[config.mk]
export PLATFORM = sky130hd
export DESIGN_NAME = layer_hit_event_classifier_core_flat
export DESIGN_NICKNAME = d
export VERILOG_FILES = /design/src/hw/rtl/lhec_pkg.sv /design/src/hw/rtl/lhec_hit_if.sv /design/src/hw/rtl/lhec_result_if.sv /design/src/hw/rtl/layer_hit_event_classifier_core.sv /design/src/hw/rtl/lhec_hist.sv /design/src/hw/rtl/lhec_rank_unit.sv /design/src/flat_wrapper.sv
export SDC_FILE = /design/constraint.sdc
export NUM_CORES = 1
export LEC_CHECK = 0
export BUFFER_PORTS_ARGS = -buffer_cell sky130_fd_sc_hd__buf_2
export CAP_MARGIN = 20
export CORE_ASPECT_RATIO = 1.1
export CORE_MARGIN = 2
export CORE_UTILIZATION = 63
export DETAILED_ROUTE_END_ITERATION = 16
export PLACE_DENSITY = 0.81
export REMOVE_ABC_BUFFERS = 1
export SLEW_MARGIN = 20
export SYNTH_ARGS = -nofsm -noshare
export SYNTH_HDL_FRONTEND = slang
export SYNTH_SLANG_ARGS = --single-unit
export TNS_END_PERCENT = 30
[constraint.sdc]
create_clock -name clk -period 6 [get_ports clk]
set_input_delay 1.2 -clock clk [delete_from_list [all_inputs] [get_ports clk]]
set_output_delay 1.2 -clock clk [all_outputs]
set_load 0.05 [all_outputs]
[src/hw/rtl/lhec_pkg.sv]
// package: constants, payload words, control structs and states of the layer hit classifier
`timescale 1ns / 1ps
`default_nettype none

package lhec_pkg;

    localparam int NUM_LAYERS  = 16;
    localparam int COUNT_BITS  = 12;
    localparam int LAYER_W     = 4;
    localparam int CFG_W       = 12;
    localparam int TOTAL_W     = 32;
    localparam int LAYER_IDX_W = (NUM_LAYERS > 1) ? $clog2(NUM_LAYERS) : 1;
    localparam int LAYERS_W    = $clog2(NUM_LAYERS + 1);
    localparam int PROD_W      = (COUNT_BITS + 4 > CFG_W + LAYERS_W) ?
                                 (COUNT_BITS + 4) : (CFG_W + LAYERS_W);
    localparam int CFG_IDX_W   = 1;

    localparam logic [CFG_IDX_W-1:0] CFG_DENSITY_CUT    = 1'd0;
    localparam logic [CFG_IDX_W-1:0] CFG_SECOND_MAX_CUT = 1'd1;

    localparam logic [CFG_W-1:0] DENSITY_CUT_RESET    = 12'd48;
    localparam logic [CFG_W-1:0] SECOND_MAX_CUT_RESET = 12'd10;

    typedef struct packed {
        logic [LAYER_W-1:0] hit_layer;
        logic               hit_present;
        logic               last_of_event;
    } hit_word_t;

    typedef struct packed {
        logic                  is_mip;
        logic [COUNT_BITS-1:0] hit_count;
        logic [LAYERS_W-1:0]   layers_hit;
        logic [COUNT_BITS-1:0] first_max;
        logic [COUNT_BITS-1:0] second_max;
        logic [TOTAL_W-1:0]    class_event_number;
    } result_word_t;

    typedef struct packed {
        logic [LAYER_IDX_W-1:0] addr;
        logic                   inc;
        logic                   wipe;
        logic                   hits_clr;
    } hist_ctrl_t;

    typedef struct packed {
        logic clear;
        logic step;
    } rank_ctrl_t;

    typedef enum logic [1:0] {
        ST_IDLE,
        ST_WALK,
        ST_DECIDE,
        ST_FINISH
    } lhec_state_t;

endpackage

`default_nettype wire

[src/hw/rtl/lhec_hit_if.sv]
// interface: input hit word channel
`timescale 1ns / 1ps
`default_nettype none

interface lhec_hit_if;
    import lhec_pkg::*;

    logic      valid;
    logic      ready;
    hit_word_t data;

    modport source (output valid, output data, input ready);
    modport sink (input valid, input data, output ready);
endinterface

`default_nettype wire

[src/hw/rtl/lhec_result_if.sv]
// interface: event result word channel
`timescale 1ns / 1ps
`default_nettype none

interface lhec_result_if;
    import lhec_pkg::*;

    logic         valid;
    logic         ready;
    result_word_t data;

    modport source (output valid, output data, input ready);
    modport sink (input valid, input data, output ready);
endinterface

`default_nettype wire

[src/hw/rtl/layer_hit_event_classifier_core.sv]
// top level: sequencer, cut registers, class totals and result register
`timescale 1ns / 1ps
`default_nettype none

// Hits enter one word per cycle while idle; each word with a valid layer bumps
// that layer's count and the event hit count at the edge it is taken. The word
// closing an event starts a walk over the NUM_LAYERS per-layer counts through one
// shared compare unit, one layer per cycle, clearing each count as it is read; a
// decide state does the density multiply and compare; a finish state loads the
// result register. Input stalls from the closing word to that load, which waits
// while a previous result is unread. Hit words are taken while a result waits.
// Cut registers must be written only when idle; the core does not enforce it.

module layer_hit_event_classifier_core (
    input  wire logic                           clk,
    input  wire logic                           rst_n,
    lhec_hit_if.sink                            hit_in,
    lhec_result_if.source                       result_out,
    input  wire logic                           cfg_we,
    input  wire logic [lhec_pkg::CFG_IDX_W-1:0] cfg_index,
    input  wire logic [lhec_pkg::CFG_W-1:0]     cfg_data
);
    import lhec_pkg::*;

    lhec_state_t state_reg, state_next;

    logic [CFG_W-1:0]       density_cut_reg;
    logic [CFG_W-1:0]       second_max_cut_reg;
    logic [LAYER_IDX_W-1:0] walk_idx_reg, walk_idx_next;
    logic                   mip_reg, mip_next;
    logic [TOTAL_W-1:0]     mip_total_reg, shower_total_reg;
    logic                   out_valid_reg;
    result_word_t           out_data_reg;

    hist_ctrl_t             hist_ctrl;
    rank_ctrl_t             rank_ctrl;
    logic [COUNT_BITS-1:0]  rd_count;
    logic [COUNT_BITS-1:0]  event_hits;
    logic [LAYERS_W-1:0]    layers;
    logic [COUNT_BITS-1:0]  first_max;
    logic [COUNT_BITS-1:0]  second_max;

    logic                   in_take;
    logic                   hit_ok;
    logic                   walk_done;
    logic                   out_free;
    logic                   load_out;
    logic [PROD_W-1:0]      hits_scaled;
    logic [PROD_W-1:0]      cut_scaled;
    logic [TOTAL_W-1:0]     mip_total_inc;
    logic [TOTAL_W-1:0]     shower_total_inc;

    lhec_hist u_hist (
        .clk        (clk),
        .rst_n      (rst_n),
        .ctrl       (hist_ctrl),
        .rd_count   (rd_count),
        .event_hits (event_hits)
    );

    lhec_rank_unit u_rank (
        .clk        (clk),
        .rst_n      (rst_n),
        .ctrl       (rank_ctrl),
        .count      (rd_count),
        .layers     (layers),
        .first_max  (first_max),
        .second_max (second_max)
    );

    assign hit_in.ready = (state_reg == ST_IDLE);
    assign in_take      = hit_in.valid && hit_in.ready;
    assign hit_ok       = hit_in.data.hit_present &&
                          (32'(hit_in.data.hit_layer) < 32'(NUM_LAYERS));
    assign walk_done    = (walk_idx_reg == LAYER_IDX_W'(NUM_LAYERS - 1));
    assign out_free     = !out_valid_reg || result_out.ready;

    // next state
    always_comb
    begin
        state_next = state_reg;
        unique case (state_reg)
            ST_IDLE:
            begin
                if (in_take && hit_in.data.last_of_event)
                begin
                    state_next = ST_WALK;
                end
            end
            ST_WALK:
            begin
                if (walk_done)
                begin
                    state_next = ST_DECIDE;
                end
            end
            ST_DECIDE:
            begin
                state_next = ST_FINISH;
            end
            ST_FINISH:
            begin
                if (out_free)
                begin
                    state_next = ST_IDLE;
                end
            end
            default:
            begin
                state_next = ST_IDLE;
            end
        endcase
    end

    // sequencer outputs
    always_comb
    begin
        hist_ctrl          = '0;
        rank_ctrl          = '0;
        load_out           = 1'b0;
        walk_idx_next      = walk_idx_reg;
        hist_ctrl.addr     = LAYER_IDX_W'(hit_in.data.hit_layer);
        unique case (state_reg)
            ST_IDLE:
            begin
                hist_ctrl.inc   = in_take && hit_ok;
                rank_ctrl.clear = in_take && hit_in.data.last_of_event;
                walk_idx_next   = '0;
            end
            ST_WALK:
            begin
                hist_ctrl.addr = walk_idx_reg;
                hist_ctrl.wipe = 1'b1;
                rank_ctrl.step = 1'b1;
                walk_idx_next  = walk_idx_reg + 1'b1;
            end
            ST_DECIDE:
            begin
                hist_ctrl.addr = walk_idx_reg;
            end
            ST_FINISH:
            begin
                hist_ctrl.addr     = walk_idx_reg;
                load_out           = out_free;
                hist_ctrl.hits_clr = out_free;
            end
            default:
            begin
                hist_ctrl.addr = walk_idx_reg;
            end
        endcase
    end

    // density and second max cuts
    assign hits_scaled = PROD_W'(event_hits) << 4;
    assign cut_scaled  = PROD_W'(density_cut_reg) * PROD_W'(layers);

    always_comb
    begin
        mip_next = mip_reg;
        if (state_reg == ST_DECIDE)
        begin
            mip_next = (hits_scaled < cut_scaled) && (second_max < second_max_cut_reg);
        end
    end

    assign mip_total_inc    = mip_total_reg + 1'b1;
    assign shower_total_inc = shower_total_reg + 1'b1;

    always_ff @(posedge clk or negedge rst_n)
    begin
        if (!rst_n)
        begin
            state_reg          <= ST_IDLE;
            walk_idx_reg       <= '0;
            mip_reg            <= 1'b0;
            density_cut_reg    <= DENSITY_CUT_RESET;
            second_max_cut_reg <= SECOND_MAX_CUT_RESET;
            mip_total_reg      <= '0;
            shower_total_reg   <= '0;
            out_valid_reg      <= 1'b0;
        end
        else
        begin
            state_reg    <= state_next;
            walk_idx_reg <= walk_idx_next;
            mip_reg      <= mip_next;

            if (cfg_we)
            begin
                unique case (cfg_index)
                    CFG_DENSITY_CUT:    density_cut_reg    <= cfg_data;
                    CFG_SECOND_MAX_CUT: second_max_cut_reg <= cfg_data;
                    default:            ;
                endcase
            end

            if (load_out)
            begin
                out_valid_reg <= 1'b1;
                if (mip_reg)
                begin
                    mip_total_reg <= mip_total_inc;
                end
                else
                begin
                    shower_total_reg <= shower_total_inc;
                end
            end
            else if (result_out.ready)
            begin
                out_valid_reg <= 1'b0;
            end
        end
    end

    // result word, no reset needed
    always_ff @(posedge clk)
    begin
        if (load_out)
        begin
            out_data_reg.is_mip             <= mip_reg;
            out_data_reg.hit_count          <= event_hits;
            out_data_reg.layers_hit         <= layers;
            out_data_reg.first_max          <= first_max;
            out_data_reg.second_max         <= second_max;
            out_data_reg.class_event_number <= mip_reg ? mip_total_inc : shower_total_inc;
        end
    end

    assign result_out.valid = out_valid_reg;
    assign result_out.data  = out_data_reg;

endmodule

`default_nettype wire

[src/hw/rtl/lhec_hist.sv]
// per-layer hit histogram and event hit counter with saturating increment
`timescale 1ns / 1ps
`default_nettype none

module lhec_hist (
    input  wire logic                            clk,
    input  wire logic                            rst_n,
    input  wire lhec_pkg::hist_ctrl_t            ctrl,
    output logic     [lhec_pkg::COUNT_BITS-1:0]  rd_count,
    output logic     [lhec_pkg::COUNT_BITS-1:0]  event_hits
);
    import lhec_pkg::*;

    localparam logic [COUNT_BITS-1:0] COUNT_MAX = {COUNT_BITS{1'b1}};

    logic [COUNT_BITS-1:0] counts_reg [NUM_LAYERS];
    logic [COUNT_BITS-1:0] hits_reg;
    logic [COUNT_BITS-1:0] hits_next;
    logic [COUNT_BITS-1:0] count_next;

    function automatic logic [COUNT_BITS-1:0] sat_inc(input logic [COUNT_BITS-1:0] v);
        return (v == COUNT_MAX) ? COUNT_MAX : v + 1'b1;
    endfunction

    assign rd_count   = counts_reg[ctrl.addr];
    assign event_hits = hits_reg;

    always_comb
    begin
        count_next = rd_count;
        if (ctrl.wipe)
        begin
            count_next = '0;
        end
        else if (ctrl.inc)
        begin
            count_next = sat_inc(rd_count);
        end
    end

    always_comb
    begin
        hits_next = hits_reg;
        if (ctrl.hits_clr)
        begin
            hits_next = '0;
        end
        else if (ctrl.inc)
        begin
            hits_next = sat_inc(hits_reg);
        end
    end

    always_ff @(posedge clk or negedge rst_n)
    begin
        if (!rst_n)
        begin
            for (int i = 0; i < NUM_LAYERS; i++)
            begin
                counts_reg[i] <= '0;
            end
            hits_reg <= '0;
        end
        else
        begin
            if (ctrl.inc || ctrl.wipe)
            begin
                counts_reg[ctrl.addr] <= count_next;
            end
            hits_reg <= hits_next;
        end
    end

endmodule

`default_nettype wire

[src/hw/rtl/lhec_rank_unit.sv]
// shared compare unit: hit layer count and top two layer counts, one layer a step
`timescale 1ns / 1ps
`default_nettype none

module lhec_rank_unit (
    input  wire logic                            clk,
    input  wire logic                            rst_n,
    input  wire lhec_pkg::rank_ctrl_t            ctrl,
    input  wire logic [lhec_pkg::COUNT_BITS-1:0] count,
    output logic     [lhec_pkg::LAYERS_W-1:0]    layers,
    output logic     [lhec_pkg::COUNT_BITS-1:0]  first_max,
    output logic     [lhec_pkg::COUNT_BITS-1:0]  second_max
);
    import lhec_pkg::*;

    logic [LAYERS_W-1:0]   layers_reg, layers_next;
    logic [COUNT_BITS-1:0] first_reg, first_next;
    logic [COUNT_BITS-1:0] second_reg, second_next;

    always_comb
    begin
        layers_next = layers_reg;
        first_next  = first_reg;
        second_next = second_reg;
        if (ctrl.clear)
        begin
            layers_next = '0;
            first_next  = '0;
            second_next = '0;
        end
        else if (ctrl.step && (count != '0))
        begin
            layers_next = layers_reg + 1'b1;
            if (count > first_reg)
            begin
                second_next = first_reg;
                first_next  = count;
            end
            else if (count > second_reg)
            begin
                second_next = count;
            end
        end
    end

    always_ff @(posedge clk or negedge rst_n)
    begin
        if (!rst_n)
        begin
            layers_reg <= '0;
            first_reg  <= '0;
            second_reg <= '0;
        end
        else
        begin
            layers_reg <= layers_next;
            first_reg  <= first_next;
            second_reg <= second_next;
        end
    end

    assign layers     = layers_reg;
    assign first_max  = first_reg;
    assign second_max = second_reg;

endmodule

`default_nettype wire

[src/flat_wrapper.sv]
// flat-port wrapper written by rule: the top's interface ports become plain ports
module layer_hit_event_classifier_core_flat import lhec_pkg::*;
  (clk, rst_n, cfg_we, cfg_index, cfg_data, hit_in_valid, hit_in_data, hit_in_ready, result_out_valid, result_out_data, result_out_ready);
  lhec_hit_if hit_in_i ();
  lhec_result_if result_out_i ();
  input  wire logic clk;
  input  wire logic rst_n;
  input  wire logic cfg_we;
  input  wire logic [lhec_pkg::CFG_IDX_W-1:0] cfg_index;
  input  wire logic [lhec_pkg::CFG_W-1:0] cfg_data;
  input wire logic [$bits(hit_in_i.valid)-1:0] hit_in_valid;
  input wire logic [$bits(hit_in_i.data)-1:0] hit_in_data;
  output wire logic [$bits(hit_in_i.ready)-1:0] hit_in_ready;
  output wire logic [$bits(result_out_i.valid)-1:0] result_out_valid;
  output wire logic [$bits(result_out_i.data)-1:0] result_out_data;
  input wire logic [$bits(result_out_i.ready)-1:0] result_out_ready;
  assign hit_in_i.valid = hit_in_valid;
  assign hit_in_i.data = hit_in_data;
  assign hit_in_ready = hit_in_i.ready;
  assign result_out_valid = result_out_i.valid;
  assign result_out_data = result_out_i.data;
  assign result_out_i.ready = result_out_ready;
  layer_hit_event_classifier_core u_core (.clk(clk), .rst_n(rst_n), .hit_in(hit_in_i), .result_out(result_out_i), .cfg_we(cfg_we), .cfg_index(cfg_index), .cfg_data(cfg_data));
endmodule
## Word-level counts from Yosys, hierarchy flattened

Index checks and enable logic that the tools add are counted.

- Bits of input ports: 24
- Register bits after elaboration: 403
- Output and inout port bits: 76

- Magnitude comparators: 6
- Multiplexer cells: 34
- $mul: 1
- Bitwise operators: 3
- Reductions and logical operators: 25
- Equality and inequality tests: 9
- Add/sub/neg operators: 6

Operators by type and width:

| cell | count |
|---|---|
| $bwmux 192 | 1 |
| $mux 12 | 16 |
| $add 32x1->32 const B | 2 |
| $bmux 12 s4 | 1 |
| $demux 12 s4 | 1 |
| $mux 32 | 1 |
| $add 12x1->12 const B | 2 |
| $eq 12x12->1 const B | 2 |
| $gt 12x12->1 | 2 |
| $lt 16x17->1 | 1 |
| $mul 12x5->17 | 1 |
| $lt 12x12->1 | 1 |
| $reduce_and 2->1 | 6 |
| $reduce_bool 12->1 | 1 |
| $mux 5 | 2 |
| $reduce_bool 2->1 | 5 |
| $pmux 2 s4 | 1 |
| $pmux 4 s2 | 1 |
| $logic_and 1x1->1 | 6 |
| $mux 1 | 6 |
| $mux 2 | 3 |
| $add 5x1->5 const B | 1 |
| $ge 5x5->1 const B | 1 |
| $lt 5x1->1 const B | 1 |
| other kinds (15) | 19 |

## Depth between registers and ports, before layout

Gate-level depths: netlist of the first run.

- Depth in word-level cells: 12
- Depth in mapped cells: 22
- Depth with buffers taken out: 21

## By module

From an unflattened synthesis of the first run, not the netlist that was laid out.

- Cell total of the unflattened synthesis: 1,903
- Area total of the unflattened synthesis: 21,475.6 um^2

Modules (own cells, without submodules):

| module | cells each | area an instance (um^2) | times used |
|---|---|---|---|
| layer_hit_event_classifier_core | 941 | 10,055.9 | 1 |
| lhec_hist | 758 | 9,426.5 | 1 |
| lhec_rank_unit | 204 | 1,993.2 | 1 |

## Worst setup path before layout of the first run

OpenSTA, ideal clock, no wires.

- Path type: flip-flop to flip-flop
- Start: register u_core.state_reg[0]
- End: register u_core.u_rank.second_reg[3] (netlist: u_core.u_rank.second_max[3])
- Setup slack: 0.848 ns
- Buffers on the path: 5
- Required time: 5.872 ns
- Arrival: 5.024 ns
- Stages on the path, launching flop included: 21
- Clock period less this slack: 5.152 ns
- Cell sequence: dfrtp_1 inv_1 ha_1 buf_6 mux2i_2 buf_6 buf_6 mux2i_1 o22ai_1 or4_1 buf_2 ha_1 a21o_1 a21o_1 a21oi_1 nor2_1 o41ai_1 o21ai_0 a31oi_4 buf_6 mux2_1

RTL lines:

| element | line | text |
|---|---|---|
| start, declared | layer_hit_event_classifier_core.sv:25 | `lhec_state_t state_reg, state_next;` |
| start signal, assigned | layer_hit_event_classifier_core.sv:185 | `state_reg <= state_next;` |
| $logic_not 2->1 (*) | layer_hit_event_classifier_core.sv:71 | `assign hit_in.ready = (state_reg == ST_IDLE);` |
| via hit_in_ready | flat_wrapper.sv:13 | `output wire logic [$bits(hit_in_i.ready)-1:0] hit_in_ready;` |
| $logic_and 1x1->1 | layer_hit_event_classifier_core.sv:72 | `assign in_take = hit_in.valid && hit_in.ready;` |
| $logic_and 1x1->1 | layer_hit_event_classifier_core.sv:127 | `rank_ctrl.clear = in_take && hit_in.data.last_of_event;` |
| $mux 1 (*) | layer_hit_event_classifier_core.sv:123 | `unique case (state_reg)` |
| $reduce_bool 3->1 (no line) or $reduce_bool 2->1 (tied branches) | - |  |
| $reduce_and 2->1 (no line) | - |  |
| end signal, assigned | lhec_rank_unit.sv:58 | `second_reg <= second_next;` |
| end, declared | lhec_rank_unit.sv:18 | `logic [COUNT_BITS-1:0] second_reg, second_next;` |

Mark *: on every way through the listed nets, which the timed path passes. The rest lies on a longest branch. The select of a mux whose other input is x is not followed.
A chain may end at the register's enable or synchronous reset.

## Worst setup path after layout of the first run

- Start: register u_core.state_reg[0]
- End: register u_core.u_rank.second_reg[9] (netlist: u_core.u_rank.second_max[9])

- Longest elaborated chain between the ends: 11

Ends and longest elaborated chain:

| element | line | text |
|---|---|---|
| $eq 2x2->1 or $eq 2x1->1 (tied branches) | layer_hit_event_classifier_core.sv:123 |  |
| $reduce_or 3->1 (no line) | - |  |
| $mux 4 | layer_hit_event_classifier_core.sv:123 |  |
| $not 4->5 (implied by the code) | lhec_hist.sv:25 | `assign rd_count = counts_reg[ctrl.addr];` |
| $bmux 12 s4 | lhec_hist.sv:25 |  |
| $mux 12 (implied by the code) (2 in series) | lhec_hist.sv:25 |  |
| $gt 12x12->1 (tied with other cells) | lhec_rank_unit.sv:34 | `if (count > first_reg)` |
| $mux 12 or $logic_and 1x1->1 (tied branches) | lhec_rank_unit.sv:34, lhec_rank_unit.sv:31 |  |
| $mux 12 or $reduce_bool 2->1 (tied branches) | - |  |
| $mux 12 or $reduce_and 2->1 (tied branches) | - |  |

Several ways; a longest one is shown, not always the timed one. The select of a mux whose other input is x is not followed.

==> impl_metrics.env, run 1 <==
export IMPL_avgSynthCellArea_sq_um=9.95
export IMPL_start_util=0.643
export IMPL_synth_edf_count=74
export IMPL_drt_wirelength_per_cell_um=20.1
export IMPL_rsz0062_at_grt="no"
export IMPL_ys_top_cells_by_area="dfrtp_1, edfxtp_1, nand2_1"
export IMPL_grt_pass1_vias=17700
export IMPL_drt_pass1_iterations=7
export IMPL_drtIter0Drc=1711
export IMPL_cts_setup_buffers=0
export IMPL_ir_drop_mv=0.323
export IMPL_syn_inst=2281
export IMPL_rows=72
export IMPL_finClkSkew_ns=0.0284
export IMPL_drive_gt1_frac=0.131
export IMPL_clockBufferDepth=3
export IMPL_synth_flop_cell="dfrtp_1"
export IMPL_routabilityCongestion=1.02
export IMPL_io_buffers=99
export IMPL_die_area_sq_um=37600
export IMPL_route_detailed_drc=0
export IMPL_ios=100
export IMPL_setup_tns_final_ns=0
export IMPL_slew_headroom=0.294
export IMPL_root_buffer="clkbuf_16"
export IMPL_endpoint_kind="register"
export IMPL_dieHeight_um=203
export IMPL_cap_violations=0
export IMPL_drtAntennaViolNets=0
export IMPL_outcome="finished, final reports clean"
export IMPL_grt_max_degree=171
export IMPL_dpl_cell_count=2756
export IMPL_grt_usage=0.309
export IMPL_clk_pin_slew_ns=0.06
export IMPL_die_w_um=185
export IMPL_sequentialPowerShare=0.346
export IMPL_hp_class="register to register"
export IMPL_area_growth_syn_to_layout_pct=9.35
export IMPL_worst_pin_slew_ns=1.06
export IMPL_async_reset_ff_frac=0.816
export IMPL_dp_hpwl_um=38700
export IMPL_clock_latency_ns=0.58
export IMPL_ctsResizeCount=0
export IMPL_yosys_area_top_type="dfrtp_1"
export IMPL_synthesis_area_sq_um=22700
export IMPL_num_vias=17900
export IMPL_grt_pass1_wl_um=92000
export IMPL_stdcell_count=2832
export IMPL_switchingPower_uw=4340
export IMPL_cpPeakStageDelay_ns=0.80
export IMPL_ys_seq_elements=403
export IMPL_synth_top_area_frac=0.358
export IMPL_hold_ws_ns=0.473
export IMPL_hold_viol=0
export IMPL_worstPathCellList="inv_1 -> ha_2 -> mux2i_4 -> buf_12 -> mux2i_1 -> o22ai_1 -> or4_1 -> ha_1 -> nand4_1 -> a211oi_1 -> o41a_1 -> a211oi_1 -> mux2_1"
export IMPL_max_freq_mhz=185
export IMPL_cts_sinks=403
export IMPL_cts_made_buffers=42
export IMPL_fin_crit_sh=0.903
export IMPL_swShare=0.413
export IMPL_largest_reg_flops=192
export IMPL_report_final_slew_viol_count=0
export IMPL_path_common_cell="a211oi_1"
export IMPL_crit_fanout=47
export IMPL_finalNetCount=2456
export IMPL_p_leak_uw=0.0109
export IMPL_internal_power_uw=6160
export IMPL_cpMaxStageDelayCell="o41a_1"
export IMPL_routed_wl_um=57000
export IMPL_finalSetupViolCount=0
export IMPL_cts_htree_levels=2
export IMPL_holdBufCountCts=0
export IMPL_ys_warn_count=0
export IMPL_power_share_combinational=0.404
export IMPL_via_per_inst=6.33
export IMPL_synth_seq_area_share=0.461
export IMPL_start_kind="register"
export IMPL_cp_arrival_ns=5.85
export IMPL_diodes=0
export IMPL_fin_crit_ns=5.42
export IMPL_required_ns=6.43
export IMPL_antenna_found_initial=0
export IMPL_grt_overflow_total=0
export IMPL_pwr_share_clk=0.250
export IMPL_synth_cell_type_count=89
export IMPL_p_per_area_nw_per_um2=423
export IMPL_utilization=0.703
export IMPL_tritoncts="done"
export IMPL_fp_coreArea_sq_um=35300
export IMPL_crit_type="register to register"
## critical path, delay by kind of cell (launching register included)
family	cells	cell delay, ns
AO/OA/AOI/OAI	4	1.45
adder cells (fa/ha/maj)	2	1.13
buffers and inverters	2	0.44
flip-flops	1	0.40
multiplexers	3	0.94
AND/OR/NAND/NOR	2	0.86
## power by group through the flow
stage | Sequential, uW | Combinational, uW | Clock (uW)
4_1_cts | 3620 | 4190 | 2660
2_1_floorplan | 4050 | 2470 | 0
5_1_grt | 3680 | 4600 | 2770
3_5_place_dp | 3660 | 4160 | 0
6_report | 3630 | 4240 | 2630
3_3_place_gp | 3650 | 4040 | 0
## through the flow
| step | power (uW) | setup slack (ns) | instance area (sq um) |
|---|---|---|---|
| after floorplan | 6520 | -3.70 | 21900 |
| after global placement | 7690 | 0.624 | 23400 |
| after detailed placement | 7820 | 0.558 | 23400 |
| after CTS | 10500 | 0.637 | 24800 |
| after global routing | 11100 | 0.270 | 24800 |
| final | 10500 | 0.580 | 24800 |
## cells by family after synthesis
kind of cell    count (synthesis)  share of synthesized area
simple gates                  745                      0.166
flops                         403                      0.461
mux                            88                     0.0445
compound gates                549                      0.154
fa+ha+maj                     113                     0.0722
buf+inv                       246                     0.0496
xor+xnor                      137                     0.0528
## cells in the final DEF, fill, tap and decap left out, types with 46 or more instances in the layout
master | synthesis | routed
a21oi_1 | 47 | 47
a31oi_1 | 57 | 57
and2_1 | 48 | 48
buf_2 | 39 | 98
dfrtp_1 | 325 | 325
edfxtp_1 | 74 | 74
ha_1 | 83 | 81
inv_1 | 92 | 92
mux2i_1 | 46 | 46
nand2_1 | 352 | 352
nor2_1 | 94 | 94
o21ai_0 | 206 | 206
xnor2_1 | 80 | 80
xor2_1 | 57 | 57
## path summary, 6_finish.rpt
check / from / slack [ns] / end / cells after the start
worst max-delay path: u_core.state_reg[0]$_DFFE_PN0P_ / 0.58 / u_core.u_rank.second_max[9]$_DFFE_PN0P_ / 13
worst min-delay path: u_core.u_hist.counts_reg[105]$_DFFE_PN0P_ / 0.47 / u_core.u_hist.counts_reg[105]$_DFFE_PN0P_ / 2
worst max register to register: u_core.state_reg[0]$_DFFE_PN0P_ / 0.58 / u_core.u_rank.second_max[9]$_DFFE_PN0P_ / 13
worst min register to register: u_core.u_hist.counts_reg[105]$_DFFE_PN0P_ / 0.47 / u_core.u_hist.counts_reg[105]$_DFFE_PN0P_ / 2
max in group asynchronous: rst_n / 3.81 / u_core.u_hist.counts_reg[105]$_DFFE_PN0P_ / 2
min in group asynchronous: rst_n / 0.69 / u_core.shower_total_reg[17]$_DFFE_PN0P_ / 1
## cells in the mapped netlist, types with 8 or more instances
cell      instances
buf_2            39
o31ai_1          38
xor2_1           57
dfrtp_1         325
clkbuf_1         84
o21a_1           14
ha_1             83
fa_1             30
nor2_1           94
a31oi_1          57
xnor2_1          80
o21ai_2          14
o22ai_1          18
nor3_1           34
and4b_1          42
buf_6            15
a211oi_1         15
o21ai_1          35
a41oi_1          39
or3_1             8
o211ai_1          9
mux2i_1          46
nand3_1          45
a21o_1           11
inv_1            92
a31o_2            8
edfxtp_1         74
mux2_2           28
nand2_1         352
and2_1           48
nand2b_1         10
nand4_1          33
or4_1            10
and3_1           22
o21ai_0         206
a21oi_1          47
## per-layer routing
| layer | wire length, um | track usage |
|---|---|---|
| met1 | 22500 | 0.399 |
| met2 | 27600 | 0.511 |
| met3 | 4010 | 0.0445 |
| met4 | 2780 | 0.153 |
| met5 | 0 | 0 |
## area by class of cell
class                   count  area (sq um)
flip-flops and latches    403         10500
clock buffers              62          1200
fillers                  2648         10500
multi-input cells        1632         11100
inverters                  98           370
well taps                 481           602
clock inverters            14           191
repair buffers            142           866
Note: power is estimated with default switching activity, not from simulation.
==> run 2, diff against run 1 <==
CELL_PAD_IN_SITES_DETAIL_PLACEMENT = 1   (was default)
CELL_PAD_IN_SITES_GLOBAL_PLACEMENT = 2   (was default)
CORE_MARGIN = 1.5   (was 2)
CORE_UTILIZATION = 41   (was 63)
PLACE_DENSITY = default   (was 0.81)
PLACE_DENSITY_LB_ADDON = 0.1   (was default)
==> run 2 against run 1 <==
First-iteration DRC count fell by 46%; final cell count rose by 9.7%; die area up 51%; critical path type unchanged; highest routed layer unchanged; largest cell class unchanged.
==> impl_metrics.env, run 2 (same netlist as run 1, synthesis figures left out) <==
export IMPL_outcome="finished, final reports clean"
export IMPL_die_area_sq_um=56800
export IMPL_clock_latency_ns=0.60
export IMPL_p_per_area_nw_per_um2=433
export IMPL_die_w_um=227
export IMPL_cts_setup_buffers=0
export IMPL_start_kind="register"
export IMPL_highest_layer="met4"
export IMPL_via_per_inst=5.61
export IMPL_fp_coreArea_sq_um=54800
export IMPL_dpl_cell_count=3018
export IMPL_drtAntennaViolNets=0
export IMPL_met1Wirelength_um=29300
export IMPL_cp_arrival_ns=5.99
export IMPL_rr_worst_depth=14
export IMPL_start_util=0.414
export IMPL_cp_endpoint="u_core.u_rank.first_max[4]$_DFFE_PN0P_"
export IMPL_grt_pass1_wl_um=108000
export IMPL_final_cell_mix="nand2_1, dfrtp_1, o21ai_0"
export IMPL_cts_sinks=403
export IMPL_slew_headroom=0.273
export IMPL_root_buffer="clkbuf_16"
export IMPL_ctsResizeCount=0
export IMPL_hp_class="register to register"
export IMPL_drt_wirelength_per_cell_um=21.9
export IMPL_report_final_slew_viol_count=0
export IMPL_worst_pin_slew_ns=1.09
export IMPL_ir_drop_mv=0.244
export IMPL_rsz0062_at_grt="no"
export IMPL_ios=100
export IMPL_grt_usage=0.245
export IMPL_clk_pin_slew_ns=0.06
export IMPL_grt_max_degree=123
export IMPL_clockBufferDepth=3
export IMPL_fin_crit_sh=0.915
export IMPL_finalSetupViolCount=0
export IMPL_finClkSkew_ns=0.0215
export IMPL_required_ns=6.50
export IMPL_cts_made_buffers=47
export IMPL_rows=90
export IMPL_setup_slack_ns=0.508
export IMPL_fin_crit_ns=5.49
export IMPL_drtIter0Drc=925
export IMPL_dp_hpwl_um=47600
export IMPL_drt_pass1_iterations=5
export IMPL_antenna_found_initial=0
export IMPL_holdBufCountCts=0
export IMPL_largest_reg_flops=192
export IMPL_final_common_cell="nand2_1"
export IMPL_crit_reg2reg_launch="u_core.state_reg[0]$_DFFE_PN0P_"
export IMPL_max_freq_mhz=182
export IMPL_tritoncts="done"
export IMPL_crit_type="register to register"
export IMPL_routabilityCongestion=0.856
export IMPL_grt_pass1_vias=18700
export IMPL_cap_violations=0
export IMPL_startpoint="u_core.state_reg[0]$_DFFE_PN0P_"
export IMPL_endpoint_kind="register"
export IMPL_drive_gt1_frac=0.140
export IMPL_crit_fanout=50
export IMPL_num_vias=17400
export IMPL_reg2reg_to="u_core.u_rank.first_max[4]$_DFFE_PN0P_"
export IMPL_diodes=0
export IMPL_dieHeight_um=250
export IMPL_finalNetCount=2468
export IMPL_area_growth_syn_to_layout_pct=12.1
export IMPL_p_leak_uw=0.0111
export IMPL_regToRegSetupSlack_ns=0.51
export IMPL_cts_htree_levels=2
export IMPL_place_worst_setup_slack_ns=0.355
export IMPL_io_buffers=99
export IMPL_route_detailed_drc=0
export IMPL_met3_length_um=2040
export IMPL_dr_wl_met2_um=34800
export IMPL_grt_overflow_total=0
export IMPL_hold_viol=0
export IMPL_routed_wl_um=68000
export IMPL_stdcell_count=3106
-- run 2: metrics by stage --
stage	setup TNS, ns	total power (uW)	utilization	instance area [sq um]	hold slack, ns
floorplan	-234.10	6520	-	21900	0.440
global placement	0	7970	0.435	23800	0.456
detailed placement	0	8090	0.435	23800	0.461
CTS	0	11200	0.464	25400	0.474
global route	0	11700	0.464	25500	0.503
finish	0	11000	0.464	25500	0.473
-- run 2: power breakdown --
group	switching [uW]	internal (uW)	total, uW	leakage (uW)
registers	362	3300	3660	0.00514
clock network	1230	1780	3010	0.000804
logic	3000	1370	4370	0.00515
-- run 2: critical path, cell delays in order (launching register included) --
cell,delay (ns)
dfrtp_1,0.40
inv_1,0.15
ha_4,0.55
mux2i_4,0.36
buf_12,0.33
mux2i_1,0.34
o22ai_1,0.25
or4_1,0.74
ha_1,0.36
nand4_1,0.16
a211oi_1,0.32
o41a_1,0.77
buf_4,0.26
a21oi_1,0.07
nor3_1,0.20
-- run 2: layout make-up --
type / instances / area (sq um)
clock buffer: 59 / 1320
timing repair buffer: 149 / 922
multi-input combinational: 1632 / 11200
inverter: 98 / 370
sequential: 403 / 10500
clock inverter: 29 / 292
fill: 6164 / 29400
tap: 736 / 921
-- run 2: layer usage --
metal / track usage / up-vias
met2: 0.435 / 230
met3: 0.0314 / 105
met4: 0.0730 / 0
li1: - / 8243
met5: 0 / -
met1: 0.309 / 8835
-- run 2: how the worst min path moves through the flow --
| stage | start | cells past startpoint | slack [ns] | to |
|---|---|---|---|---|
| finish | u_core.u_hist.counts_reg[81]$_DFFE_PN0P_ | 2 | 0.47 | u_core.u_hist.counts_reg[81]$_DFFE_PN0P_ |
| global route | u_core.u_hist.counts_reg[96]$_DFFE_PN0P_ | 2 | 0.50 | u_core.u_hist.counts_reg[96]$_DFFE_PN0P_ |
| CTS | u_core.u_hist.counts_reg[81]$_DFFE_PN0P_ | 2 | 0.47 | u_core.u_hist.counts_reg[81]$_DFFE_PN0P_ |
| detailed placement | u_core.u_hist.counts_reg[81]$_DFFE_PN0P_ | 2 | 0.46 | u_core.u_hist.counts_reg[81]$_DFFE_PN0P_ |
| global placement | u_core.u_hist.counts_reg[35]$_DFFE_PN0P_ | 2 | 0.46 | u_core.u_hist.counts_reg[35]$_DFFE_PN0P_ |
| floorplan | u_core.u_rank.first_max[9]$_DFFE_PN0P_ | 0 | 0.44 | u_core.result_out.data[53]$_DFFE_PP_ |
